<file path="src/hw/rtl/jdc_pkg.sv">
// ============================================================================
// jdc_pkg: shared constants, types and tables for the Julian day converter
// Holds the field widths, the scaled-integer constants of the date method,
// the reciprocal constants for the division stages, and the month tables.
// ============================================================================
package jdc_pkg;

	// Field widths of the input transaction.
	localparam int DAY_NUMBER_BITS = 23;
	localparam int FRACTION_BITS   = 32;

	// Number of register stages from input to output.
	localparam int PIPE_DEPTH = 10;

	// Output field widths.
	localparam int YEAR_W   = 16;
	localparam int MONTH_W  = 4;
	localparam int DAY_W    = 5;
	localparam int HOUR_W   = 5;
	localparam int MINUTE_W = 6;
	localparam int SECOND_W = 22;

	// Gregorian century correction: cent = (4*Z - 7468865) / 146097.
	localparam int X1_W = DAY_NUMBER_BITS + 2;
	localparam logic [DAY_NUMBER_BITS-1:0] GREG_START = DAY_NUMBER_BITS'(2299161);
	localparam logic [X1_W-1:0] CENT_OFS = X1_W'(7468865);
	localparam logic [17:0] CENT_DIV = 18'd146097;
	localparam longint unsigned M1 = (64'd1 << X1_W) / 64'd146097;
	localparam int M1_W = $clog2(M1 + 1);

	// Year count: cyc = (20*shifted - 2442) / 7305.
	localparam int SHF_W = DAY_NUMBER_BITS + 1;
	localparam int X2_W  = SHF_W + 5;
	localparam logic [SHF_W-1:0] DATE_OFS = SHF_W'(1524);
	localparam logic [X2_W-1:0] YEAR_OFS = X2_W'(2442);
	localparam logic [12:0] YEAR_DIV = 13'd7305;
	localparam longint unsigned M2 = (64'd1 << X2_W) / 64'd7305;
	localparam int M2_W  = $clog2(M2 + 1);
	localparam int CYC_W = M2_W;
	localparam logic [10:0] YEAR_DAYS4 = 11'd1461;

	// Day within the shifted year and month code.
	localparam int REM_W   = 9;
	localparam int MCODE_W = 4;
	localparam logic [MCODE_W-1:0] MCODE_WRAP = MCODE_W'(14);
	localparam logic [YEAR_W-1:0] YEAR_OFS_LATE  = YEAR_W'(4716);
	localparam logic [YEAR_W-1:0] YEAR_OFS_EARLY = YEAR_W'(4715);

	// One enable bit per pipeline stage, index 1 is the first stage.
	typedef logic [PIPE_DEPTH:1] stage_en_t;

	// Time-of-day fields as they travel down the pipeline.
	typedef struct packed {
		logic [HOUR_W-1:0]   hour;
		logic [MINUTE_W-1:0] minute;
		logic [SECOND_W-1:0] second_fixed;
	} tod_t;

	// Month code: the largest m with 306001*m <= 10000*r. Each threshold
	// is compared on its own and the hits are counted.
	function automatic logic [MCODE_W-1:0] month_code(input logic [REM_W-1:0] r);
		logic [MCODE_W-1:0] n;
		n = '0;
		for (int m = 1; m < 16; m++) begin
			if (int'(r) * 10000 >= m * 306001) begin
				n = n + MCODE_W'(1);
			end
		end
		return n;
	endfunction

	// Days before the month with code m: floor(30.6001 * m), picked from a
	// table of constants.
	function automatic logic [REM_W-1:0] month_start(input logic [MCODE_W-1:0] m);
		logic [REM_W-1:0] v;
		v = '0;
		for (int k = 0; k < 16; k++) begin
			if (m == MCODE_W'(k)) begin
				v = REM_W'((k * 306001) / 10000);
			end
		end
		return v;
	endfunction

endpackage

</file>
<file path="src/hw/rtl/jdc_in_if.sv">
// ============================================================================
// jdc_in_if: input channel of the Julian day converter
// Carries one timestamp per transaction with a valid/ready handshake.
// ============================================================================
interface jdc_in_if;
	import jdc_pkg::*;

	logic                       valid;
	logic                       ready;
	logic [DAY_NUMBER_BITS-1:0] day_number;
	logic [FRACTION_BITS-1:0]   day_fraction;

	modport source (output valid, day_number, day_fraction, input ready);
	modport sink   (input valid, day_number, day_fraction, output ready);
endinterface

</file>
<file path="src/hw/rtl/jdc_out_if.sv">
// ============================================================================
// jdc_out_if: output channel of the Julian day converter
// Carries one calendar date and time of day per transaction.
// ============================================================================
interface jdc_out_if;
	import jdc_pkg::*;

	logic                       valid;
	logic                       ready;
	logic signed [YEAR_W-1:0]   year;
	logic [MONTH_W-1:0]         month;
	logic [DAY_W-1:0]           day;
	logic [HOUR_W-1:0]          hour;
	logic [MINUTE_W-1:0]        minute;
	logic [SECOND_W-1:0]        second_fixed;

	modport source (output valid, year, month, day, hour, minute, second_fixed,
		input ready);
	modport sink   (input valid, year, month, day, hour, minute, second_fixed,
		output ready);
endinterface

</file>
<file path="src/hw/rtl/jdc_date.sv">
// ============================================================================
// jdc_date: date datapath of the Julian day converter
// Ten-stage pipeline turning a day count into year, month and day. The century
// and year divisions use a reciprocal estimate, a back-multiply and one correction.
// ============================================================================
module jdc_date (
	input  logic                                clk,
	input  jdc_pkg::stage_en_t                  en,
	input  logic [jdc_pkg::DAY_NUMBER_BITS-1:0] day_number,
	output logic signed [jdc_pkg::YEAR_W-1:0]   year,
	output logic [jdc_pkg::MONTH_W-1:0]         month,
	output logic [jdc_pkg::DAY_W-1:0]           day
);
	import jdc_pkg::*;

	localparam int P1_W = X1_W + M1_W;
	localparam int P2_W = X2_W + M2_W;
	localparam int YD_W = CYC_W + 11;

	localparam logic [M1_W-1:0] M1_C = M1_W'(M1);
	localparam logic [M2_W-1:0] M2_C = M2_W'(M2);

	// Stage registers.
	logic [DAY_NUMBER_BITS-1:0] zday_s1, zday_s2, zday_s3;
	logic                       greg_s1, greg_s2, greg_s3;
	logic [X1_W-1:0]            x1_s1, x1_s2, qd1_s2;
	logic [P1_W-1:0]            p1_s1;
	logic [M1_W-1:0]            q1_s2, cent_s3;
	logic [SHF_W-1:0]           shf_s4, shf_s5, shf_s6, shf_s7;
	logic [X2_W-1:0]            x2_s4, x2_s5, x2_s6, qd2_s6;
	logic [P2_W-1:0]            p2_s5;
	logic [M2_W-1:0]            q2_s6;
	logic [CYC_W-1:0]           cyc_s7, cyc_s8, cyc_s9;
	logic [REM_W-1:0]           rem_s8, rem_s9;
	logic [MCODE_W-1:0]         mcode_s9;
	logic signed [YEAR_W-1:0]   year_s10;
	logic [MONTH_W-1:0]         month_s10;
	logic [DAY_W-1:0]           day_s10;

	// Combinational values between the stages.
	logic [X1_W-1:0]    x1_d;
	logic [X1_W-1:0]    r1_d;
	logic [M1_W-1:0]    cent_d;
	logic [SHF_W-1:0]   adj_d, shf_d;
	logic [X2_W-1:0]    x2_d;
	logic [X2_W-1:0]    r2_d;
	logic [CYC_W-1:0]   cyc_d;
	logic [YD_W-1:0]    yd_d;
	logic [REM_W-1:0]   rem_d;
	logic [MCODE_W-1:0] mon_d;

	// Stage 1: numerator of the century term and its reciprocal product.
	assign x1_d = {day_number, 2'b00} - CENT_OFS;

	always_ff @(posedge clk) begin
		if (en[1]) begin
			zday_s1 <= day_number;
			greg_s1 <= (day_number >= GREG_START);
			x1_s1   <= x1_d;
			p1_s1   <= x1_d * M1_C;
		end
	end

	// Stage 2: quotient estimate and its back-multiply.
	always_ff @(posedge clk) begin
		if (en[2]) begin
			zday_s2 <= zday_s1;
			greg_s2 <= greg_s1;
			x1_s2   <= x1_s1;
			q1_s2   <= p1_s1[P1_W-1:X1_W];
			qd1_s2  <= X1_W'(p1_s1[P1_W-1:X1_W]) * X1_W'(CENT_DIV);
		end
	end

	// Stage 3: correct the estimate when the remainder reaches the divisor.
	assign r1_d   = x1_s2 - qd1_s2;
	assign cent_d = q1_s2 + M1_W'(r1_d >= X1_W'(CENT_DIV));

	always_ff @(posedge clk) begin
		if (en[3]) begin
			zday_s3 <= zday_s2;
			greg_s3 <= greg_s2;
			cent_s3 <= cent_d;
		end
	end

	// Stage 4: Gregorian adjustment, day offset and the year numerator.
	always_comb begin
		adj_d = SHF_W'(zday_s3);
		if (greg_s3) begin
			adj_d = SHF_W'(zday_s3) + SHF_W'(1) + SHF_W'(cent_s3) - SHF_W'(cent_s3 >> 2);
		end
	end

	assign shf_d = adj_d + DATE_OFS;
	assign x2_d  = X2_W'({shf_d, 4'b0000}) + X2_W'({shf_d, 2'b00}) - YEAR_OFS;

	always_ff @(posedge clk) begin
		if (en[4]) begin
			shf_s4 <= shf_d;
			x2_s4  <= x2_d;
		end
	end

	// Stage 5: reciprocal product for the year count.
	always_ff @(posedge clk) begin
		if (en[5]) begin
			shf_s5 <= shf_s4;
			x2_s5  <= x2_s4;
			p2_s5  <= x2_s4 * M2_C;
		end
	end

	// Stage 6: year estimate and its back-multiply.
	always_ff @(posedge clk) begin
		if (en[6]) begin
			shf_s6 <= shf_s5;
			x2_s6  <= x2_s5;
			q2_s6  <= p2_s5[P2_W-1:X2_W];
			qd2_s6 <= X2_W'(p2_s5[P2_W-1:X2_W]) * X2_W'(YEAR_DIV);
		end
	end

	// Stage 7: corrected year count.
	assign r2_d  = x2_s6 - qd2_s6;
	assign cyc_d = CYC_W'(q2_s6) + CYC_W'(r2_d >= X2_W'(YEAR_DIV));

	always_ff @(posedge clk) begin
		if (en[7]) begin
			shf_s7 <= shf_s6;
			cyc_s7 <= cyc_d;
		end
	end

	// Stage 8: days into the shifted year.
	assign yd_d  = cyc_s7 * YEAR_DAYS4;
	assign rem_d = REM_W'(shf_s7 - SHF_W'(yd_d >> 2));

	always_ff @(posedge clk) begin
		if (en[8]) begin
			cyc_s8 <= cyc_s7;
			rem_s8 <= rem_d;
		end
	end

	// Stage 9: month code from the threshold table.
	always_ff @(posedge clk) begin
		if (en[9]) begin
			cyc_s9   <= cyc_s8;
			rem_s9   <= rem_s8;
			mcode_s9 <= month_code(rem_s8);
		end
	end

	// Stage 10: day of month, civil month and year.
	assign mon_d = (mcode_s9 < MCODE_WRAP) ? mcode_s9 - MCODE_W'(1) : mcode_s9 - MCODE_W'(13);

	always_ff @(posedge clk) begin
		if (en[10]) begin
			day_s10   <= DAY_W'(rem_s9 - month_start(mcode_s9));
			month_s10 <= MONTH_W'(mon_d);
			if (mon_d > MCODE_W'(2)) begin
				year_s10 <= YEAR_W'(cyc_s9) - YEAR_OFS_LATE;
			end else begin
				year_s10 <= YEAR_W'(cyc_s9) - YEAR_OFS_EARLY;
			end
		end
	end

	assign year  = year_s10;
	assign month = month_s10;
	assign day   = day_s10;

endmodule

</file>
<file path="src/hw/rtl/jdc_time.sv">
// ============================================================================
// jdc_time: time-of-day datapath of the Julian day converter
// Scales the day fraction to hours, minutes and seconds in two stages, then
// carries the result down a delay line that matches the date pipeline.
// ============================================================================
module jdc_time (
	input  logic                              clk,
	input  jdc_pkg::stage_en_t                en,
	input  logic [jdc_pkg::FRACTION_BITS-1:0] day_fraction,
	output jdc_pkg::tod_t                     tod
);
	import jdc_pkg::*;

	localparam int FB = FRACTION_BITS;

	logic [FB+4:0]  p24_d;
	logic [FB+10:0] p1440_d;
	logic [FB+16:0] p86400_d;

	logic [4:0]  hr_s1;
	logic [10:0] tmin_s1;
	logic [16:0] tsec_s1;
	logic [15:0] sub_s1;

	logic [MINUTE_W-1:0] mn_d;
	logic [5:0]          sec_d;

	tod_t tod_s [2:PIPE_DEPTH];

	// Stage 1: whole hours, minutes and seconds of the day.
	assign p24_d    = day_fraction * 5'd24;
	assign p1440_d  = day_fraction * 11'd1440;
	assign p86400_d = day_fraction * 17'd86400;

	always_ff @(posedge clk) begin
		if (en[1]) begin
			hr_s1   <= p24_d[FB+4:FB];
			tmin_s1 <= p1440_d[FB+10:FB];
			tsec_s1 <= p86400_d[FB+16:FB];
			sub_s1  <= p86400_d[FB-1 -: 16];
		end
	end

	// Stage 2: minute of hour and second of minute.
	assign mn_d  = MINUTE_W'(tmin_s1 - 11'(hr_s1) * 11'd60);
	assign sec_d = 6'(tsec_s1 - 17'(tmin_s1) * 17'd60);

	// Stage 2 register and the delay line aligned with the date stages.
	always_ff @(posedge clk) begin
		if (en[2]) begin
			tod_s[2].hour         <= hr_s1;
			tod_s[2].minute       <= mn_d;
			tod_s[2].second_fixed <= {sec_d, sub_s1};
		end
		for (int k = 3; k <= PIPE_DEPTH; k++) begin
			if (en[k]) begin
				tod_s[k] <= tod_s[k-1];
			end
		end
	end

	assign tod = tod_s[PIPE_DEPTH];

endmodule

</file>
<file path="src/hw/rtl/julian_day_to_calendar.sv">
// ============================================================================
// julian_day_to_calendar: Julian day count to civil date and time
// Pipelined converter: date path, time path and per-stage flow control.
// ============================================================================
// Usage:
//   jd_in carries one timestamp per transaction: day_number is the Julian
//   date plus one half day (integer part) and day_fraction the binary
//   fraction of the day since midnight.
//   cal_out carries the astronomical year, month, day of month, hour,
//   minute and seconds with sixteen fractional bits, truncated.
//   Days from 2299161 on use the Gregorian calendar, earlier ones Julian.
//   cal_out.valid is the valid bit of the last of the ten register stages.
//   Throughput is one transaction per cycle while the receiver does not
//   stall; the date path holds the reciprocal multiply, back-multiply and
//   correction step of each division among its ten register stages.
//   Each stage has its own valid bit and advances whenever the stage after
//   it is empty or moving, so a stalled receiver holds the output and the
//   stages fill up behind it; empty stages are still filled while stalled.
//   Reset clears all valid bits; no transaction is in flight after it.
// ============================================================================
module julian_day_to_calendar (
	input  logic      clk,
	input  logic      arst_n,
	jdc_in_if.sink    jd_in,
	jdc_out_if.source cal_out
);
	import jdc_pkg::*;

	logic vld_s [1:PIPE_DEPTH];
	stage_en_t en;
	tod_t tod;

	// Stage enables: a stage loads when it is empty or its successor moves.
	always_comb begin
		en[PIPE_DEPTH] = !vld_s[PIPE_DEPTH] || cal_out.ready;
		for (int k = PIPE_DEPTH - 1; k >= 1; k--) begin
			en[k] = !vld_s[k] || en[k+1];
		end
	end

	assign jd_in.ready = en[1];

	// Valid bits travel with the data.
	always_ff @(posedge clk or negedge arst_n) begin
		if (!arst_n) begin
			for (int k = 1; k <= PIPE_DEPTH; k++) begin
				vld_s[k] <= 1'b0;
			end
		end else begin
			if (en[1]) begin
				vld_s[1] <= jd_in.valid;
			end
			for (int k = 2; k <= PIPE_DEPTH; k++) begin
				if (en[k]) begin
					vld_s[k] <= vld_s[k-1];
				end
			end
		end
	end

	// Date path.
	jdc_date u_date (
		.clk        (clk),
		.en         (en),
		.day_number (jd_in.day_number),
		.year       (cal_out.year),
		.month      (cal_out.month),
		.day        (cal_out.day)
	);

	// Time path.
	jdc_time u_time (
		.clk          (clk),
		.en           (en),
		.day_fraction (jd_in.day_fraction),
		.tod          (tod)
	);

	assign cal_out.valid        = vld_s[PIPE_DEPTH];
	assign cal_out.hour         = tod.hour;
	assign cal_out.minute       = tod.minute;
	assign cal_out.second_fixed = tod.second_fixed;

endmodule

</file>
<file path="src/flat_wrapper.sv">
// flat-port wrapper written by rule: the top's interface ports become plain ports
module julian_day_to_calendar_flat import jdc_pkg::*;
  (clk, arst_n, jd_in_valid, jd_in_day_number, jd_in_day_fraction, jd_in_ready, cal_out_valid, cal_out_year, cal_out_month, cal_out_day, cal_out_hour, cal_out_minute, cal_out_second_fixed, cal_out_ready);
  jdc_in_if jd_in_i ();
  jdc_out_if cal_out_i ();
  input  logic clk;
  input  logic arst_n;
  input wire logic [$bits(jd_in_i.valid)-1:0] jd_in_valid;
  input wire logic [$bits(jd_in_i.day_number)-1:0] jd_in_day_number;
  input wire logic [$bits(jd_in_i.day_fraction)-1:0] jd_in_day_fraction;
  output wire logic [$bits(jd_in_i.ready)-1:0] jd_in_ready;
  output wire logic [$bits(cal_out_i.valid)-1:0] cal_out_valid;
  output wire logic [$bits(cal_out_i.year)-1:0] cal_out_year;
  output wire logic [$bits(cal_out_i.month)-1:0] cal_out_month;
  output wire logic [$bits(cal_out_i.day)-1:0] cal_out_day;
  output wire logic [$bits(cal_out_i.hour)-1:0] cal_out_hour;
  output wire logic [$bits(cal_out_i.minute)-1:0] cal_out_minute;
  output wire logic [$bits(cal_out_i.second_fixed)-1:0] cal_out_second_fixed;
  input wire logic [$bits(cal_out_i.ready)-1:0] cal_out_ready;
  assign jd_in_i.valid = jd_in_valid;
  assign jd_in_i.day_number = jd_in_day_number;
  assign jd_in_i.day_fraction = jd_in_day_fraction;
  assign jd_in_ready = jd_in_i.ready;
  assign cal_out_valid = cal_out_i.valid;
  assign cal_out_year = cal_out_i.year;
  assign cal_out_month = cal_out_i.month;
  assign cal_out_day = cal_out_i.day;
  assign cal_out_hour = cal_out_i.hour;
  assign cal_out_minute = cal_out_i.minute;
  assign cal_out_second_fixed = cal_out_i.second_fixed;
  assign cal_out_i.ready = cal_out_ready;
  julian_day_to_calendar u_core (.clk(clk), .arst_n(arst_n), .jd_in(jd_in_i), .cal_out(cal_out_i));
endmodule
</file>
<file path="config.mk">
export PLATFORM = sky130hd
export DESIGN_NAME = julian_day_to_calendar_flat
export DESIGN_NICKNAME = d
export VERILOG_FILES = /design/src/hw/rtl/jdc_pkg.sv /design/src/hw/rtl/jdc_in_if.sv /design/src/hw/rtl/jdc_out_if.sv /design/src/hw/rtl/jdc_date.sv /design/src/hw/rtl/jdc_time.sv /design/src/hw/rtl/julian_day_to_calendar.sv /design/src/flat_wrapper.sv
export SDC_FILE = /design/constraint.sdc
export NUM_CORES = 2
export LEC_CHECK = 0
export BUFFER_PORTS_ARGS = -buffer_cell sky130_fd_sc_hd__buf_4
export CAP_MARGIN = 20
export CORE_ASPECT_RATIO = 1.75
export CORE_MARGIN = 5
export CORE_UTILIZATION = 57
export DETAILED_ROUTE_END_ITERATION = 7
export PLACE_DENSITY = 0.76
export SYNTH_ARGS = -nofsm -noshare
export SYNTH_HDL_FRONTEND = slang
export SYNTH_SLANG_ARGS = --single-unit
</file>
<file path="constraint.sdc">
create_clock -name clk -period 10.7 [get_ports clk]
set_input_delay 1.605 -clock clk [delete_from_list [all_inputs] [get_ports clk]]
set_output_delay 1.605 -clock clk [all_outputs]
set_load 0.005 [all_outputs]
</file>
-- Word level (Yosys, flattened, before mapping)
Memories as Yosys holds them, arrays and structs flattened.
Index checks and enable logic that the tools add are counted.
- word-level logic and storage cells: 211
- output and inout port bits: 60
- RAM bits: 297
- memories: 1
- bits in registers: 551
- bits in latches: 0
- memory bits (read-only): 0
- memories (memory ; words ; width ; rd ports ; clocked after memory_dff ; write ports ; RTL line ; source):
    u_core.u_time.tod_s ; 9 ; 33 ; 9 ; 0 ; 9 ; jdc_time.sv:28 ; tod_t tod_s [2:PIPE_DEPTH];
- multiplexer cells: 66
- divide/modulo/power cells: 0
- bitwise gates (word level): 0
- $lt $le $gt $ge: 20
- reduce and logical (&&, ||, !) cells: 20
- equal/unequal tests: 15
- shift-type cells: 0
- $add $sub $neg: 33
- $mul: 11
- operator list (operator ; number):
    greater-or-equal comparator 32 x 23 -> 1 bit (second input constant) ; 7
    2-to-1 mux 4 bit ; 29
    greater-or-equal comparator 32 x 22 -> 1 bit (second input constant) ; 3
    2-to-1 mux 5 bit ; 16
    greater-or-equal comparator 32 x 21 -> 1 bit (second input constant) ; 2
    adder 4 x 1 -> 4 bit (second input constant) ; 14
    multiplier 29 x 17 -> 46 bit (second input constant) ; 1
    multiplier 32 x 6 -> 38 bit (second input constant) ; 1
    multiplier 32 x 2 -> 34 bit (second input constant) ; 1
    multiplier 25 x 8 -> 33 bit (second input constant) ; 1
    == test 4 bit (second input constant) ; 8
    greater-or-equal comparator 32 x 20 -> 1 bit (second input constant) ; 1
    greater-or-equal comparator 32 x 24 -> 1 bit (second input constant) ; 1
    multiplier 32 x 10 -> 31 bit (second input constant) ; 1
    subtractor 16 x 13 -> 16 bit (second input constant) ; 2
    adder 28 x 26 -> 29 bit ; 1
    greater-or-equal comparator 29 x 13 -> 1 bit (second input constant) ; 1
    multiplier 17 x 13 -> 29 bit (second input constant) ; 1
    subtractor 29 x 12 -> 29 bit (second input constant) ; 1
    subtractor 29 bit ; 1
    greater-or-equal comparator 25 x 18 -> 1 bit (second input constant) ; 1
    multiplier 8 x 18 -> 25 bit (second input constant) ; 1
    subtractor 25 x 23 -> 25 bit (second input constant) ; 1
    subtractor 25 bit ; 1
    27 further kinds ; 68

-- Longest topological paths before layout
- depth after elaboration: 45
- gate-level depth with buffers: 52
- gate-level depth less buffers: 51

-- Hierarchy
Synthesis repeated with hierarchy kept, for this count alone.
- cell total of the unflattened synthesis: 4771
- area, all modules: 58092.0 um^2
- by module, submodules not included (module ; instances ; area each (um^2) ; cells each):
    jdc_date ; 1 ; 40326.2 ; 3596
    jdc_time ; 1 ; 17322.9 ; 1139
    julian_day_to_calendar ; 1 ; 442.9 ; 36

-- Worst setup path before layout
No wires, ideal clock.
- kind: input to output
- start point: input port cal_out_ready
- end point: output port jd_in_ready
- setup slack: -0.296 ns
- data arrival time: 9.391 ns
- data required time: 9.095 ns
- stages on the path: 6
- cell sequence: nor2b_1 nand3_1 nor2_1 nand3_1 nor2_1 nand4_1
- cells in the longest elaborated chain, start to end: 10
- ends and longest elaborated chain (element ; RTL line ; source):
    start: declaration ; flat_wrapper.sv:19 ; input wire logic [$bits(cal_out_i.ready)-1:0] cal_out_ready;
    logical OR 1 bit ; julian_day_to_calendar.sv:35 ; en[PIPE_DEPTH] = !vld_s[PIPE_DEPTH] || cal_out.ready;
    logical OR 1 bit (2 in a row) ; julian_day_to_calendar.sv:37 ; en[k] = !vld_s[k] || en[k+1];
    net u_core.en[7] ; julian_day_to_calendar.sv:30 ; stage_en_t en;
    logical OR 1 bit (3 in a row) ; julian_day_to_calendar.sv:37 ;
    net u_core.en[4] ; julian_day_to_calendar.sv:30 ;
    logical OR 1 bit (4 in a row) ; julian_day_to_calendar.sv:37 ;
    end: declaration ; flat_wrapper.sv:11 ; output wire logic [$bits(jd_in_i.ready)-1:0] jd_in_ready;
The timed path passes the listed nets, and every way through them passes these cells.

-- Final worst setup path
- start point: register u_core.u_date.rem_s8[3]
- end point: register u_core.u_date.mcode_s9[1] (data pin)
- cells in the longest elaborated chain, start to end: 45
- ends and longest elaborated chain (element ; RTL line ; source):
    start: declaration ; jdc_date.sv:34 ; logic [REM_W-1:0] rem_s8, rem_s9;
    start signal: assignment ; jdc_date.sv:142 ; rem_s8 <= rem_d;
    multiplier 9 x 10 -> 19 bit (*) ; jdc_pkg.sv:65 ; if (int'(r) * 10000 >= m * 306001) begin
    greater-or-equal comparator 32 x 20 -> 1 bit ; jdc_pkg.sv:65 ;
    2-to-1 mux 1 bit ; jdc_pkg.sv:65 ;
    2-to-1 mux 4 bit ; jdc_date.sv:148 ; if (en[9]) begin
    adder 4 x 1 -> 4 bit ; jdc_pkg.sv:66 ; n = n + MCODE_W'(1);
    2-to-1 mux 4 bit ; jdc_pkg.sv:65 ;
    2-to-1 mux 4 bit ; jdc_date.sv:148 ;
    adder 4 x 1 -> 4 bit ; jdc_pkg.sv:66 ;
    [29 not listed] ; - ;
    adder 4 x 1 -> 4 bit ; jdc_pkg.sv:66 ;
    2-to-1 mux 4 bit ; jdc_pkg.sv:65 ;
    2-to-1 mux 4 bit ; jdc_date.sv:148 ;
    adder 4 x 1 -> 4 bit ; jdc_pkg.sv:66 ;
    2-to-1 mux 4 bit ; jdc_pkg.sv:65 ;
    2-to-1 mux 4 bit ; jdc_date.sv:148 ;
    adder 4 x 1 -> 4 bit ; jdc_pkg.sv:66 ;
    2-to-1 mux 4 bit (*) ; jdc_pkg.sv:65 ;
    end signal: assignment ; jdc_date.sv:151 ; mcode_s9 <= month_code(rem_s8);
    end: declaration ; jdc_date.sv:35 ; logic [MCODE_W-1:0] mcode_s9;
Every way passes the cells marked *; elsewhere a longest branch is shown, timed or not. The select of a mux whose other input is x is not followed.
A chain may end at the register's enable or synchronous reset.

==> run_results.csv <==
group,metric,value,unit
outcome,status,"finished clean",
final_layout,area.growth.synth_to_final,10.7,%
final_layout,layout_commonest_cell,"inv_1",
final_layout,diodes,0,
yosys,synth_area_leader_cell,"edfxtp_1",
timing,slew_headroom,30.2,%
setup_path,cp_common_cell,"buf_4",
yosys,synth-edff-count,760,
final_layout,layout_common_cells,"inv_1 (948), ha_1 (833), edfxtp_1 (760), fa_1 (460), buf_4 (266)",
worst_hold_path,hold_class,"register to register",
timing,period_share,96.8,%
yosys,synth_ff_type,"edfxtp_1",
global_routing,grt_pass1_wl,185000,um
placement,dpl.hpwl,90000,um
routing,ant_nets,0,
yosys,syn_nets,6126,
routing,wl_per_cell,17.4,um
clocking,cts_root_buf,"clkbuf_16",
clocking,tritoncts,"built",
floorplan,ios,119,
setup_path,crit_slowest_cell,"or4b_4",
yosys,synth_fa_ha_area_share,34.3,%
final_layout,fin_nets,6405,
floorplan,fp.dieW,250,um
setup_path,critPathKind,"register to register",
yosys,yosysTopAreaCellShare,39.6,%
yosys,synth.yosys.seq_area_share,40.0,%
yosys,synth-compound-area-share,7.55,%
clocking,postCtsHoldBufs,0,
timing,clock.fmax,0.0966,GHz
setup_path,worstSetupStartpointType,"register",
placement,portBuffers,118,
routing,first_pass_iters,5,
floorplan,start_util,57.3,%
floorplan,die_y,431,um
timing,skew,0.0271,ns
clocking,numCtsBuffers,71,
yosys,synth_mux_area_share,0.460,%
yosys,synth_cell_types,105,
timing,hold_viol,0,
global_routing,track_usage,21.2,%
yosys,netlist_area,57700,um2
timing,setup_viol,0,
yosys,yosys.area_share.simple,6.00,%
final_layout,n_fill_cell,7692,
timing,worst_slew_pin_slew,1.04,ns
yosys,ys_ff_latch,770,
clocking,clockBufferDepth,3,
global_routing,grt_pass1_vias,38372,
timing,maxSlewViolCount,0,
routing,first_iter_violations,1273,
clocking,worstSkewPairLatency,0.66,ns
setup_path,worstPathRequired,11.10,ns
setup_path,arrival,10.75,ns
floorplan,coreArea,101000,um2
yosys,synth_top_family_by_area,"adder cells",
timing,fin_crit,10.35,ns
final_layout,final_area,63800,um2
setup_path,crit_fanout,4,
placement,dpl-instance-area,60800,um2
placement,post-place-ws,-0.393,ns
setup_path,rrSetupSlack,0.35,ns
setup_path,end_kind,"register",
routing,via_per_inst,5.45,
yosys,synth_area_leaders,"edfxtp_1 (40%), ha_1 (18%), fa_1 (16%)",
routing,drc,0,
final_layout,drive_gt1_share,9.67,%
global_routing,grt_max_degree,78,
routing,routed_wl,112000,um
clocking,clock_sink_count,770,
yosys,synth-async-reset-ratio,1.30,%
yosys,synth_xor_area_share,4.82,%
yosys,synth_cells,4764,
floorplan,die_area,108000,um2
routing,routed-via-count,34993,
global_routing,antenna_found_initial,1,
yosys,syn_area_per_cell,12.1,um2
yosys,synth_warnings,0,
placement,place_congestion,0.895,
floorplan,num_rows,154,
job,maxCapViolCount,0,
setup_path,max_stage_delay,0.56,ns
clocking,htree_levels,3,
timing,setup_ws,0.346,ns
clocking,clk_pin_slew,0.06,ns
global_routing,grt-ovfl-total,0,
==> path summary, 6_finish.rpt <==
path,start,to,depth (start not counted)
setup / recovery,u_core.u_date.rem_s8[3]$_DFFE_PP_,u_core.u_date.mcode_s9[1]$_DFFE_PP_,48
hold / removal,u_core.u_time.tod_s[0][178]$_DFFE_PP_,u_core.u_time.tod_s[0][211]$_DFFE_PP_,0
setup reg to reg,u_core.u_date.rem_s8[3]$_DFFE_PP_,u_core.u_date.mcode_s9[1]$_DFFE_PP_,48
hold reg to reg,u_core.u_time.tod_s[0][178]$_DFFE_PP_,u_core.u_time.tod_s[0][211]$_DFFE_PP_,0
max in group asynchronous,arst_n,u_core.vld_s[6]$_DFFE_PN0P_,1
min in group asynchronous,arst_n,u_core.vld_s[9]$_DFFE_PN0P_,1
==> synthesized netlist by cell type (all sizes together) (15+ instances only) <==
cell type / number
a21o: 86
o31ai: 20
nand3: 69
buf: 43
or3: 20
and3: 23
nor3: 77
nand2b: 46
ha: 842
nor2b: 37
o21ai: 120
xor2: 93
or2: 19
o21bai: 24
nand2: 141
inv: 952
clkbuf: 18
nand4: 23
fa: 461
a211oi: 17
a21boi: 16
o21a: 43
xnor2: 210
edfxtp: 760
nor2: 188
mux2i: 19
o211ai: 17
and2: 15
a21oi: 172
a31oi: 25
==> state kept, by name (all words and copies together), names as in the netlist, 25 cells and up <==
name	count
u_core.u_date.x2_s4	27
u_core.u_date.x2_s5	27
u_core.u_time.tod_s	297
u_core.u_date.qd2_s6	29
u_core.u_date.x2_s6	27
u_core.u_date.qd1_s2	25
==> routing by layer <==
metal | GRT usage, % | part of all wire [%] | vias up | wire [um]
li1 | - | - | 16824 | -
met3 | 2.61 | 2.9 | 308 | 3210
met2 | 42.7 | 58 | 667 | 64200
met1 | 21.1 | 34 | 17194 | 38100
met5 | 0 | 0 | - | 0
met4 | 10.1 | 5.4 | 0 | 6080
==> critical path, delay by kind of cell, from the launching register on <==
| family | cells | cell delay (ns) |
|---|---|---|
| flip-flops | 1 | 0.45 |
| buffers and inverters | 10 | 1.04 |
| AO/OA/AOI/OAI | 12 | 2.01 |
| AND/OR/NAND/NOR | 8 | 1.72 |
| adder cells (fa/ha/maj) | 11 | 3.39 |
| multiplexers | 3 | 0.81 |
| XOR/XNOR | 4 | 0.69 |
==> final cells by class <==
| class | instances | area (um2) | area share (%) |
|---|---|---|---|
| multi-input combinational | 2981 | 31100 | 48.7 |
| clock buffer | 86 | 1880 | 2.95 |
| inverter | 952 | 3570 | 5.60 |
| clock inverter | 44 | 576 | 0.902 |
| sequential | 770 | 23100 | 36.1 |
| timing repair buffer | 267 | 2010 | 3.15 |
| tap | 1326 | 1660 | 2.60 |
==> per-stage QoR <==
stage	hold WS (ns)	cells	setup TNS, ns	util, %
after global routing	0.419	6426	-0.128	63.5
after floorplan	0.400	4764	0	-
after detailed placement	0.405	6267	-0.889	60.4
after global placement	0.400	6267	-0.538	60.4
after CTS	0.403	6418	0	63.1
final	0.412	6426	0	63.5
==> cells by family (layout without fill, tap and decap cells) <==
| group | Yosys count | after routing |
|---|---|---|
| mux | 25 | 25 |
| flops | 770 | 770 |
| compound gates | 651 | 651 |
| xor+xnor | 306 | 306 |
| simple gates | 696 | 696 |
| fa+ha+maj | 1303 | 1303 |
| buf+inv | 1013 | 1349 |
==> repair_timing <==
item,CTS,global route
setup buffers,21,7
resized for setup,26,50
endpoints found under the setup margin,3,3
pin swaps,11,34
Power is left out: the tool's default activity adds up to more than one toggle a clock period on the data nets, which glitch-free logic cannot reach.
